**src/cpf_pkg.sv**
```systemverilog
// cpf_pkg: shared constants, payload structs, control types for the coprime pair finder.
// Used by cpf_cell, cpf_ctrl, coprime_pair_finder, cpf_checker and testbench.
// No dependencies.
package cpf_pkg;

	// Table geometry
	localparam int MAX_ELEMENTS = 64;
	localparam int VALUE_BITS   = 8;
	localparam int IDX_W        = (MAX_ELEMENTS > 1) ? $clog2(MAX_ELEMENTS) : 1;
	localparam int CNT_W        = $clog2(MAX_ELEMENTS + 1);

	// Binary GCD: each subtract is followed by a shift, so total operand
	// length drops by one at least every two steps.
	localparam int GCD_STEPS = 4 * VALUE_BITS + 4;
	localparam int STEP_W    = $clog2(GCD_STEPS + 1);

	// Input request
	typedef struct packed {
		logic [7:0] value;
		logic       first;
	} cpf_in_t;

	// Result request
	typedef struct packed {
		logic [7:0] earlier_value;
		logic [5:0] earlier_index;
		logic [7:0] new_value;
		logic [5:0] new_index;
		logic       last;
	} cpf_out_t;

	// Controller states
	typedef enum logic [1:0] {
		ST_IDLE,
		ST_GCD,
		ST_DRAIN
	} cpf_state_t;

	// Commands broadcast to the cell row
	typedef struct packed {
		logic wr;     // store the new element in the selected cell
		logic start;  // load GCD operands
		logic step;   // one binary GCD step
		logic latch;  // capture the coprime flag, load the drain carrier
		logic shift;  // move carriers one cell toward the head
		logic emit;   // head cell holds a pair to send out
	} cpf_cmd_t;

	// Status of the head of the row
	typedef struct packed {
		logic hit;   // head cell holds a coprime pair
		logic more;  // some cell behind the head still holds one
	} cpf_head_t;

endpackage

```
**src/cpf_cell.sv**
```systemverilog
// cpf_cell: one table entry with its own binary GCD unit and a drain carrier.
// Depends on cpf_pkg.
module cpf_cell (
	input  logic                         clk,
	input  logic                         arst_n,
	input  cpf_pkg::cpf_cmd_t            cmd,
	input  logic                         wr_sel,
	input  logic                         part,
	input  logic [cpf_pkg::VALUE_BITS-1:0] new_val,
	input  logic [cpf_pkg::VALUE_BITS-1:0] carry_in,
	input  logic                         hit_in,
	output logic [cpf_pkg::VALUE_BITS-1:0] carry,
	output logic                         hit
);

	logic [cpf_pkg::VALUE_BITS-1:0] elem_q;
	logic [cpf_pkg::VALUE_BITS-1:0] a_q;
	logic [cpf_pkg::VALUE_BITS-1:0] b_q;
	logic                           ok_q;
	logic                           hit_q;
	logic                           gcd_one;

	// Stored element
	always_ff @(posedge clk) begin
		if (cmd.wr && wr_sel) begin
			elem_q <= new_val;
		end
	end

	// One operand is zero once done, so the GCD is the OR of both
	assign gcd_one = ((a_q | b_q) == cpf_pkg::VALUE_BITS'(1));

	// GCD operands, reused as the drain carrier
	always_ff @(posedge clk) begin
		if (cmd.start) begin
			a_q  <= elem_q;
			b_q  <= new_val;
			// both even means a factor of two in common
			ok_q <= part && (elem_q[0] || new_val[0]);
		end else if (cmd.step) begin
			if (a_q != '0 && b_q != '0) begin
				if (!a_q[0]) begin
					a_q <= a_q >> 1;
				end else if (!b_q[0]) begin
					b_q <= b_q >> 1;
				end else if (a_q >= b_q) begin
					a_q <= a_q - b_q;
				end else begin
					b_q <= b_q - a_q;
				end
			end
		end else if (cmd.latch) begin
			a_q <= elem_q;
		end else if (cmd.shift) begin
			a_q <= carry_in;
		end
	end

	// Coprime flag travels with the carrier
	always_ff @(posedge clk or negedge arst_n) begin
		if (!arst_n) begin
			hit_q <= 1'b0;
		end else if (cmd.latch) begin
			hit_q <= ok_q && gcd_one;
		end else if (cmd.shift) begin
			hit_q <= hit_in;
		end
	end

	assign carry = a_q;
	assign hit   = hit_q;

endmodule

```
**config.mk**
```make
export PLATFORM = sky130hd
export DESIGN_NAME = cpf_cell
export DESIGN_NICKNAME = d
export VERILOG_FILES = /design/src/cpf_pkg.sv /design/src/cpf_cell.sv
export SDC_FILE = /design/constraint.sdc
export NUM_CORES = 1
export LEC_CHECK = 0
export CAP_MARGIN = 25
export CELL_PAD_IN_SITES_DETAIL_PLACEMENT = 1
export CELL_PAD_IN_SITES_GLOBAL_PLACEMENT = 2
export CORE_MARGIN = 1.5
export CORE_UTILIZATION = 25
export CTS_BUF_LIST = sky130_fd_sc_hd__clkbuf_8
export DETAILED_ROUTE_END_ITERATION = 12
export DONT_BUFFER_PORTS = 1
export PLACE_DENSITY = 0.51
export SLEW_MARGIN = 40
export SYNTH_ARGS = -nofsm -noshare
export SYNTH_HDL_FRONTEND = slang
export SYNTH_SLANG_ARGS = --single-unit
```
**constraint.sdc**
```tcl
create_clock -name clk -period 3.7 [get_ports clk]
set_clock_uncertainty 0.15 [all_clocks]
set_input_delay 0.37 -clock clk [delete_from_list [all_inputs] [get_ports clk]]
set_output_delay 0.37 -clock clk [all_outputs]
set_load 0.02 [all_outputs]
```
==> results by group <==
Run status
  – Outcome: finished clean

Setup path
  – Delay-heaviest family, CP: compound AO/OA/AOI/OAI gates
  – Critical Path Stages: 10
  – Worst path required time: 3540 ps
  – Worst Setup SP: carry[0]$_DFFE_PP_
  – Crit-path max cell delay: 400 ps
  – Reg2Reg Depth: 10
  – FF-to-FF End: b_q[1]$_DFFE_PP_
  – CP endpoint: b_q[1]$_DFFE_PP_
  – Crit-path most repeated cell: inv_1
  – CP cell instances: inv_1 > ha_1 > inv_1 > fa_1 > nor2b_1 > o311ai_2 > a31oi_4 > o21a_1 > o31ai_1 > buf_4
  – Crit path DAT: 2900 ps
  – R2R Setup Slk: 640 ps
  – Startpoint types: flip-flop
  – Worst setup path category: flip-flop to flip-flop
  – Worst-path maximum fanout: 10
  – WP buf/inv: 3
  – CP Capture Type: flip-flop
  – Worst r2r src: carry[0]$_DFFE_PP_
  – Slowest-stage cell, CP: fa_1

Clock network
  – Hold Buf Count CTS: 1
  – Worst-path clk slew: 100 ps
  – TritonCTS Buffers: 3
  – Post-CTS setup repair buffer count: 0
  – Clk_lat worst skew: 280 ps
  – Root Buffer: clkbuf_8
  – CTS max path bufs: 2
  – CTS tree: yes
  – CTS resizes: 0
  – H-Tree Depth: 1
  – Clock sinks: 26

STA
  – Final worst path period share: 0.828
  – Slew headroom: 0.620
  – Final TNS setup: 0 ps
  – Hold Fails Final Rpt: 0
  – Peak Freq: 0.326 GHz
  – Final setup fails: 0
  – Hold Slack: 31.0 ps
  – Unrepaired setup endpoints after global routing: no
  – Min Tclk post-route: 3060 ps
  – Slew @ Worst Pin: 568 ps
  – Max-slew violation count: 0
  – Final setup margin: 636 ps

Die
  – I/O Pins: 36
  – Die Y-Extent: 97.3 µm
  – Cell Rows: 34
  – Die area: 9470 µm²
  – Initial Util: 0.256
  – Die Wd: 97.3 µm
  – Core region area: 8680 µm²

Power and ir drop
  – Final Power: 1.37 mW
  – Pwr dens: 557 nW/µm²
  – Combinational fraction of design power: 0.518
  – Peak VDD IR: 0.196 mV
  – Clock power frac: 0.175
  – Seq pwr share: 0.307
  – Int Pwr: 0.803 mW
  – Switching Share: 0.414
  – P_sw: 0.568 mW
  – Pleak: 0.980 nW

Yosys
  – Syn Nets: 282
  – Yosys warns: 0
  – Synthesized area: 2220 µm²
  – Library cells used by synthesis: 55
  – Mean Syn Cell Area: 9.67 µm²
  – Sequential fraction of the synthesis area: 0.349
  – Mapped Cells: 230
  – Yosys top cell by area: edfxtp_1
  – EDFF count, synth: 25
  – Most common library cells after synthesis: inv_1 (28), edfxtp_1 (25), ha_1 (23)
  – Post-synth top flop: edfxtp_1
  – FFs w/ async S/R, synth: 0.0385
  – FF+latch count, synth: 26
  – Top-count cell post-synth: inv_1
  – Post-synth top area share: 0.337
  – Dominant cells by area after synthesis: edfxtp_1 (34%), ha_1 (13%), inv_1 (4.7%), a22oi_1 (4.4%), a21oi_1 (2.5%)

Min path
  – Worst hold path class: input pin to flip-flop

Placed design
  – Port bufs: 0
  – GPL Wtd Cong: 0.712
  – Place WS: 617 ps
  – Cells after DPL: 336
  – Detail Placement HPWL: 5.96 mm
  – Dpl cell area: 2380 µm²

Flow run
  – Max-Cap Viols: 0

GRT
  – GRT Residual Overflow: 0
  – Pin count of the biggest net entering global routing: 29
  – First-pass GRT wire length: 11.4 mm
  – All-layer global routing usage: 0.158
  – Vias in the first global route: 1,843
  – Initial antenna violation count: 0

Route
  – Routed wire per std cell: 21.4 µm
  – Vias: 1,779
  – Final WL: 7.31 mm
  – DRT antenna net count: 0
  – Iter 0 DRT Violations: 77
  – Via density: 5.22
  – First-pass iteration count of the detailed router: 4
  – DRC violation count after routing: 0

Finish
  – Post-route non-filler standard cell count: 341
  – Post-route cell area: 2460 µm²
  – Util after Layout: 0.284
  – Synth-to-Final Area Change: 10.7%
  – Final #Nets: 286
  – Share of layout cells above drive strength 1: 0.0901
  – Ant diodes: 0
[per-layer routing]
metal,routed length [µm],global-route usage
met5,0,0
met4,56,0.0231
met3,208,0.0259
met2,3590,0.261
met1,3460,0.223
[registers in the layout, indices dropped and copies added (netlist names)]
| signal | cells |
|---|---|
| ok_q | 1 |
| carry | 8 |
| elem_q | 8 |
| b_q | 8 |
| hit | 1 |
[placed cells by master (no fill, tap or decap), drive strengths merged, types with 3 or more instances in the layout]
cell type	synthesis	routed
nor2b	3	3
o31ai	7	7
and2	3	3
nand2b	4	4
edfxtp	25	25
o221ai	6	6
nor3	8	8
a22oi	13	13
inv	28	28
nand2	11	11
xnor2	4	4
nor2	10	10
o21ai	8	8
ha	23	23
nor3b	4	4
buf	4	10
clkbuf	8	3
nor4	5	5
a21oi	11	11
o21bai	4	4
[worst min path at each step]
stage	startpoint	to	slack, ps	cells past startpoint
2_1_floorplan	arst_n	hit$_DFFE_PN0N_	-80	0
3_3_place_gp	arst_n	hit$_DFFE_PN0N_	-80	0
3_5_place_dp	arst_n	hit$_DFFE_PN0N_	-80	0
4_1_cts	new_val[3]	elem_q[3]$_DFFE_PP_	20	0
5_1_grt	new_val[7]	elem_q[7]$_DFFE_PP_	8	0
6_report	new_val[7]	elem_q[7]$_DFFE_PP_	30	0
[layout make-up]
class / count / area, µm²
clock buffer: 3 / 41.3
clock inverter: 1 / 30.0
fill: 1017 / 6220
inverter: 28 / 105
multi-input combinational: 164 / 1290
sequential: 26 / 776
tap: 108 / 135
timing repair buffer: 11 / 85.1
[logic make-up (layout without fill, tap and decap cells)]
group           after synthesis  in the layout  share of synthesized area
compound gates               70             70                      0.242
simple gates                 60             60                      0.151
buf+inv                      40             43                     0.0714
flops                        26             26                      0.349
fa+ha+maj                    25             25                      0.147
xor+xnor                      6              6                     0.0236
mux                           3              3                     0.0157
[power by group through the flow]
stage | clock network [mW] | logic, mW | registers [mW]
finish | 0.239 | 0.710 | 0.421
global route | 0.259 | 0.786 | 0.430
CTS | 0.247 | 0.728 | 0.424
detailed placement | 0 | 0.723 | 0.430
global placement | 0 | 0.722 | 0.430
floorplan | 0 | 0.484 | 0.440
No activity file was read; power rests on OpenSTA's default activity.
