<file path="src/cpf_pkg.sv">
// cpf_pkg: shared constants, payload structs, control types for the coprime pair finder.
// Used by cpf_cell, cpf_ctrl, coprime_pair_finder, cpf_checker and testbench.
// No dependencies.
package cpf_pkg;

	// Table geometry
	localparam int MAX_ELEMENTS = 64;
	localparam int VALUE_BITS   = 8;
	localparam int IDX_W        = (MAX_ELEMENTS > 1) ? $clog2(MAX_ELEMENTS) : 1;
	localparam int CNT_W        = $clog2(MAX_ELEMENTS + 1);

	// Binary GCD: each subtract is followed by a shift, so total operand
	// length drops by one at least every two steps.
	localparam int GCD_STEPS = 4 * VALUE_BITS + 4;
	localparam int STEP_W    = $clog2(GCD_STEPS + 1);

	// Input request
	typedef struct packed {
		logic [7:0] value;
		logic       first;
	} cpf_in_t;

	// Result request
	typedef struct packed {
		logic [7:0] earlier_value;
		logic [5:0] earlier_index;
		logic [7:0] new_value;
		logic [5:0] new_index;
		logic       last;
	} cpf_out_t;

	// Controller states
	typedef enum logic [1:0] {
		ST_IDLE,
		ST_GCD,
		ST_DRAIN
	} cpf_state_t;

	// Commands broadcast to the cell row
	typedef struct packed {
		logic wr;     // store the new element in the selected cell
		logic start;  // load GCD operands
		logic step;   // one binary GCD step
		logic latch;  // capture the coprime flag, load the drain carrier
		logic shift;  // move carriers one cell toward the head
		logic emit;   // head cell holds a pair to send out
	} cpf_cmd_t;

	// Status of the head of the row
	typedef struct packed {
		logic hit;   // head cell holds a coprime pair
		logic more;  // some cell behind the head still holds one
	} cpf_head_t;

endpackage

</file>
<file path="src/cpf_ctrl.sv">
// cpf_ctrl: sequencer for store, GCD and drain phases; element count and positions.
// Depends on cpf_pkg.
module cpf_ctrl (
	input  logic                      clk,
	input  logic                      arst_n,
	input  logic                      elem_valid,
	input  logic                      elem_first,
	output logic                      elem_ready,
	input  cpf_pkg::cpf_head_t        head,
	input  logic                      out_busy,
	output cpf_pkg::cpf_cmd_t         cmd,
	output logic [cpf_pkg::IDX_W-1:0] wr_pos,
	output logic [cpf_pkg::IDX_W-1:0] pair_pos,
	output logic [cpf_pkg::IDX_W-1:0] pair_idx
);

	cpf_pkg::cpf_state_t         state_q;
	cpf_pkg::cpf_state_t         state_d;
	logic [cpf_pkg::CNT_W-1:0]   count_q;
	logic [cpf_pkg::IDX_W-1:0]   pos_q;
	logic [cpf_pkg::IDX_W-1:0]   idx_q;
	logic [cpf_pkg::STEP_W-1:0]  step_q;
	logic [cpf_pkg::CNT_W-1:0]   pos_in;
	logic                        accept;
	logic                        take;
	logic                        step_done;
	logic                        advance;
	logic                        drain_end;

	// Request decode
	assign accept    = elem_valid && elem_ready;
	assign pos_in    = elem_first ? '0 : count_q;
	assign take      = accept && (pos_in < cpf_pkg::CNT_W'(cpf_pkg::MAX_ELEMENTS));
	assign step_done = (step_q == cpf_pkg::STEP_W'(cpf_pkg::GCD_STEPS));
	// head may move unless it holds a pair and the output slot stays full
	assign advance   = !head.hit || !out_busy;
	assign drain_end = (idx_q == pos_q - cpf_pkg::IDX_W'(1));

	// Next state
	always_comb begin
		state_d = state_q;
		case (state_q)
			cpf_pkg::ST_IDLE: begin
				if (take && pos_in != '0) begin
					state_d = cpf_pkg::ST_GCD;
				end
			end
			cpf_pkg::ST_GCD: begin
				if (step_done) begin
					state_d = cpf_pkg::ST_DRAIN;
				end
			end
			cpf_pkg::ST_DRAIN: begin
				if (advance && drain_end) begin
					state_d = cpf_pkg::ST_IDLE;
				end
			end
			default: begin
				state_d = cpf_pkg::ST_IDLE;
			end
		endcase
	end

	// Outputs
	always_comb begin
		cmd        = '0;
		elem_ready = 1'b0;
		case (state_q)
			cpf_pkg::ST_IDLE: begin
				elem_ready = 1'b1;
				cmd.wr     = take;
				cmd.start  = take && (pos_in != '0);
			end
			cpf_pkg::ST_GCD: begin
				cmd.step  = !step_done;
				cmd.latch = step_done;
			end
			cpf_pkg::ST_DRAIN: begin
				cmd.shift = advance;
				cmd.emit  = advance && head.hit;
			end
			default: begin
				cmd = '0;
			end
		endcase
	end

	always_ff @(posedge clk or negedge arst_n) begin
		if (!arst_n) begin
			state_q <= cpf_pkg::ST_IDLE;
		end else begin
			state_q <= state_d;
		end
	end

	// Count, position, GCD step and drain counters
	always_ff @(posedge clk or negedge arst_n) begin
		if (!arst_n) begin
			count_q <= '0;
			pos_q   <= '0;
			idx_q   <= '0;
			step_q  <= '0;
		end else begin
			if (take) begin
				count_q <= pos_in + cpf_pkg::CNT_W'(1);
				pos_q   <= pos_in[cpf_pkg::IDX_W-1:0];
				idx_q   <= '0;
				step_q  <= '0;
			end
			if (cmd.step) begin
				step_q <= step_q + cpf_pkg::STEP_W'(1);
			end
			if (cmd.shift) begin
				idx_q <= idx_q + cpf_pkg::IDX_W'(1);
			end
		end
	end

	assign wr_pos   = pos_in[cpf_pkg::IDX_W-1:0];
	assign pair_pos = pos_q;
	assign pair_idx = idx_q;

endmodule

</file>
<file path="config.mk">
export PLATFORM = sky130hd
export DESIGN_NAME = cpf_ctrl
export DESIGN_NICKNAME = d
export VERILOG_FILES = /design/src/cpf_pkg.sv /design/src/cpf_ctrl.sv
export SDC_FILE = /design/constraint.sdc
export NUM_CORES = 1
export LEC_CHECK = 0
export BUFFER_PORTS_ARGS = -buffer_cell sky130_fd_sc_hd__buf_2
export CAP_MARGIN = 20
export CORE_MARGIN = 10
export CORE_UTILIZATION = 55
export CTS_BUF_LIST = sky130_fd_sc_hd__clkbuf_8
export CTS_CLUSTER_SIZE = 16
export DETAILED_ROUTE_END_ITERATION = 10
export GPL_TIMING_DRIVEN = 0
export PLACE_DENSITY = 0.78
export SETUP_SLACK_MARGIN = 0.1
export SLEW_MARGIN = 20
export SYNTH_ARGS = -nofsm -noshare
export SYNTH_HDL_FRONTEND = slang
export SYNTH_SLANG_ARGS = --single-unit
</file>
<file path="constraint.sdc">
create_clock -name clk -period 1.9 [get_ports clk]
set_input_delay 0.19 -clock clk [delete_from_list [all_inputs] [get_ports clk]]
set_output_delay 0.19 -clock clk [all_outputs]
set_load 0.02 [all_outputs]
</file>
==> summary.md <==
| Metric | Value |
|---|---|
| Crit end category | `primary output` |
| Met2 Use GR | `0.2474` |
| Synth area leaders | `dfrtp_1 (43%), nand2_1 (6.2%), o21ai_0 (5.1%), ha_1 (4.8%), nand3_1 (2.9%)` |
| Fin. max-slew vios | `0` |
| Share of the synthesized area in the top cell type | `0.4317` |
| Die width | `73.35 um` |
| CP top delay family | `flip-flops` |
| Mapped cell area | `1565 um2` |
| Least-Margin Pin Slew | `0.6047 ns` |
| Routed len/inst | `16.05 um` |
| Root Driver | `clkbuf_8` |
| Clock net sink count | `27` |
| Ys async rst share | `1.000` |
| Achievable frequency | `0.5769 GHz` |
| # setup viols final | `0` |
| Outcome | `completed` |
| Synth Flop Type | `dfrtp_1` |
| Worst Setup Start Kind | `flip-flop` |
| Vias in the first global route | `1,383` |
| CP max FO | `6` |
| Crit-path max cell delay | `0.45 ns` |
| DRT iter0 DRCs | `101` |
| Clock transition at path regs | `0.09 ns` |
| Final core occ | `0.6847` |
| DPL Wire Length | `2884 um` |
| Worst-path cell chain | `inv_1 > ha_2 > nand2_2 > nor4b_4 > buf_4` |
| Site row count | `19` |
| Sequential fraction of the synthesis area | `0.4317` |
| Relative slew slack | `0.5969` |
| Worst-Skew Late Latency | `0.27 ns` |
| Period minus WS final | `1.733 ns` |
| Maximum vdd drop | `1.003 mV` |
| Effective utilization at floorplan | `0.5725` |
| WP buf/inv | `2` |
| DRT Wirelength | `3853 um` |
| Worst endpoint required time | `1.71 ns` |
| Remaining DRCs | `0` |
| Routability congestion estimate | `0.9424` |
| Number of buffers added on ports | `30` |
| Number of warnings issued by yosys | `0` |
| Arr. time, crit path | `1.54 ns` |
| Layout cells sized above 1 | `0.2679` |
| I/O pin count | `32` |
| TritonCTS buffer count | `3` |
| Most common cell in the netlist | `dfrtp_1` |
| Via-to-Cell Ratio | `5.729` |
| Part of the cycle the worst path needs | `0.9123` |
| Synth cell count leaders | `dfrtp_1 (27), nand2_1 (26), o21ai_0 (16), inv_1 (9), nand3_1 (9)` |
| Core ar. | `2734 um2` |
| WS Path Type | `reg2out` |
| Pwr Density | `1173 nW/um2` |
| Hold Slack | `0.2973 ns` |
| Pleak | `0.9450 nW` |
| Ant. Diodes | `0` |
| CTS tree | `done` |
| Post-synth EDFFs | `0` |
| Post-DRT Antenna Nets | `0` |
| Synthesized instance count | `170` |
| Die area | `5379 um2` |
| Yosys reg bits | `27` |
| Gr ovfl total | `0` |
| Slowest CP cell | `dfrtp_2` |
| Synth cell types | `41` |
| Final #Nets | `223` |
| Gr busiest metal | `met2` |
| DRT Pass-1 Iters | `4` |
| Final Hold Viols | `0` |
| CTS H-Tree Depth | `1` |
| RSZ-0062 raised after global routing | `true` |
| Tot GR Track Use | `0.1458` |
| # Max-Cap Violations | `0` |
| Met3 Resource Use GR | `0.03634` |
| Vias | `1,375` |
| Max clock buf depth | `2` |
| Layout fillers | `239` |
| Clock Skews | `0.005489 ns` |
| Syn_area_per_cell | `9.207 um2` |
| Syn Nets | `183` |
| HP Class | `in2reg` |
| Die height | `73.35 um` |
| Global-route wire length before repair | `6410 um` |
| Met1 Usage GRT | `0.1731` |
| Initial antenna violation count | `0` |
| TNS Setup | `0 ns` |
| Area leader, netlist | `dfrtp_1` |
| R2R Setup Slk | `0.23 ns` |
| Area delta synth->final | `19.58%` |
| Largest net degree at the start of global routing | `28` |
| Power Total | `2.195 mW` |
layout by cell type, fill, tap and decap left out, drive strengths merged, types with 4 or more instances in the layout:
master  count
a21oi       6
and3        4
buf        36
clkbuf      6
dfrtp      27
ha          6
inv        13
nand2      26
nand2b      9
nand3      10
nand4       4
nor2        7
nor2b       5
o21ai      17
o31ai       4
tightest hold or removal path, stage by stage:
cell and delay, ns:
buf_2 0.10, nand3_2 0.13, o41ai_1 0.11
worst paths after layout:
check | to | startpoint | cells past startpoint
max in group asynchronous | step_q[0] | arst_n | 2
worst min register to register | count_q[4] | count_q[4] | 1
worst min-delay path | count_q[6] | elem_valid | 3
worst max register to register | state_q[1] | pair_pos[0] | 6
min in group asynchronous | state_q[0] | arst_n | 2
worst max-delay path | cmd[2] | step_q[0] | 5
power by group:
group	internal (mW)	leakage, nW	switching (mW)
Clock	0.145	0.0269	0.174
Sequential	0.716	0.350	0.185
Combinational	0.423	0.568	0.551
logic make-up (layout without fill, tap and decap cells):
kind of cell,after synthesis,after routing,share of synthesized area
and+or+nand+nor,75,75,0.2694
AOI/OAI and AO/OA,36,36,0.1431
DFF,27,27,0.4317
buffers and inverters,17,56,0.05195
adders and majority gates,6,6,0.04796
muxes,5,5,0.03357
xor gates and xnor gates,4,4,0.02239
state kept, by name, indices dropped and copies added, names as in the netlist:
| signal | flops |
|---|---|
| pair_idx | 6 |
| state_q | 2 |
| count_q | 7 |
| step_q | 6 |
| pair_pos | 6 |
cell type report:
cell class | count | area (um2) | share of cell area
well taps | 31 | 38.79 | 0.02072
inverters | 12 | 45.04 | 0.02406
plain buffers | 5 | 36.28 | 0.01938
flip-flops and latches | 27 | 676.9 | 0.3616
multi-input cells | 126 | 830.8 | 0.4438
clock inverters | 1 | 3.754 | 0.002005
clock buffers | 3 | 41.29 | 0.02206
repair buffers | 35 | 198.9 | 0.1063
stage by stage:
step	setup slack, ns	instance area, um2	std cells
3_3_place_gp	0.3328	1754	231
3_5_place_dp	0.2722	1754	231
6_report	0.1667	1872	240
2_1_floorplan	0.1263	1565	170
5_1_grt	0.06521	1872	240
4_1_cts	0.1025	1823	237
routing by layer:
metal,wire length (um),vias to the layer above
met2,1895,45
li1,-,672
met4,57,0
met5,0,-
met1,1648,651
met3,251,7
timing repair:
item / CTS / global route
endpoints found under the hold margin: 27 / 0
gates resized for setup: 1 / 9
hold buffers: 1 / 0
setup endpoints to repair: 2 / 6
buffers inserted: 1 / 3
pin swaps: 1 / 1
Power figures use the tool's default switching activity.
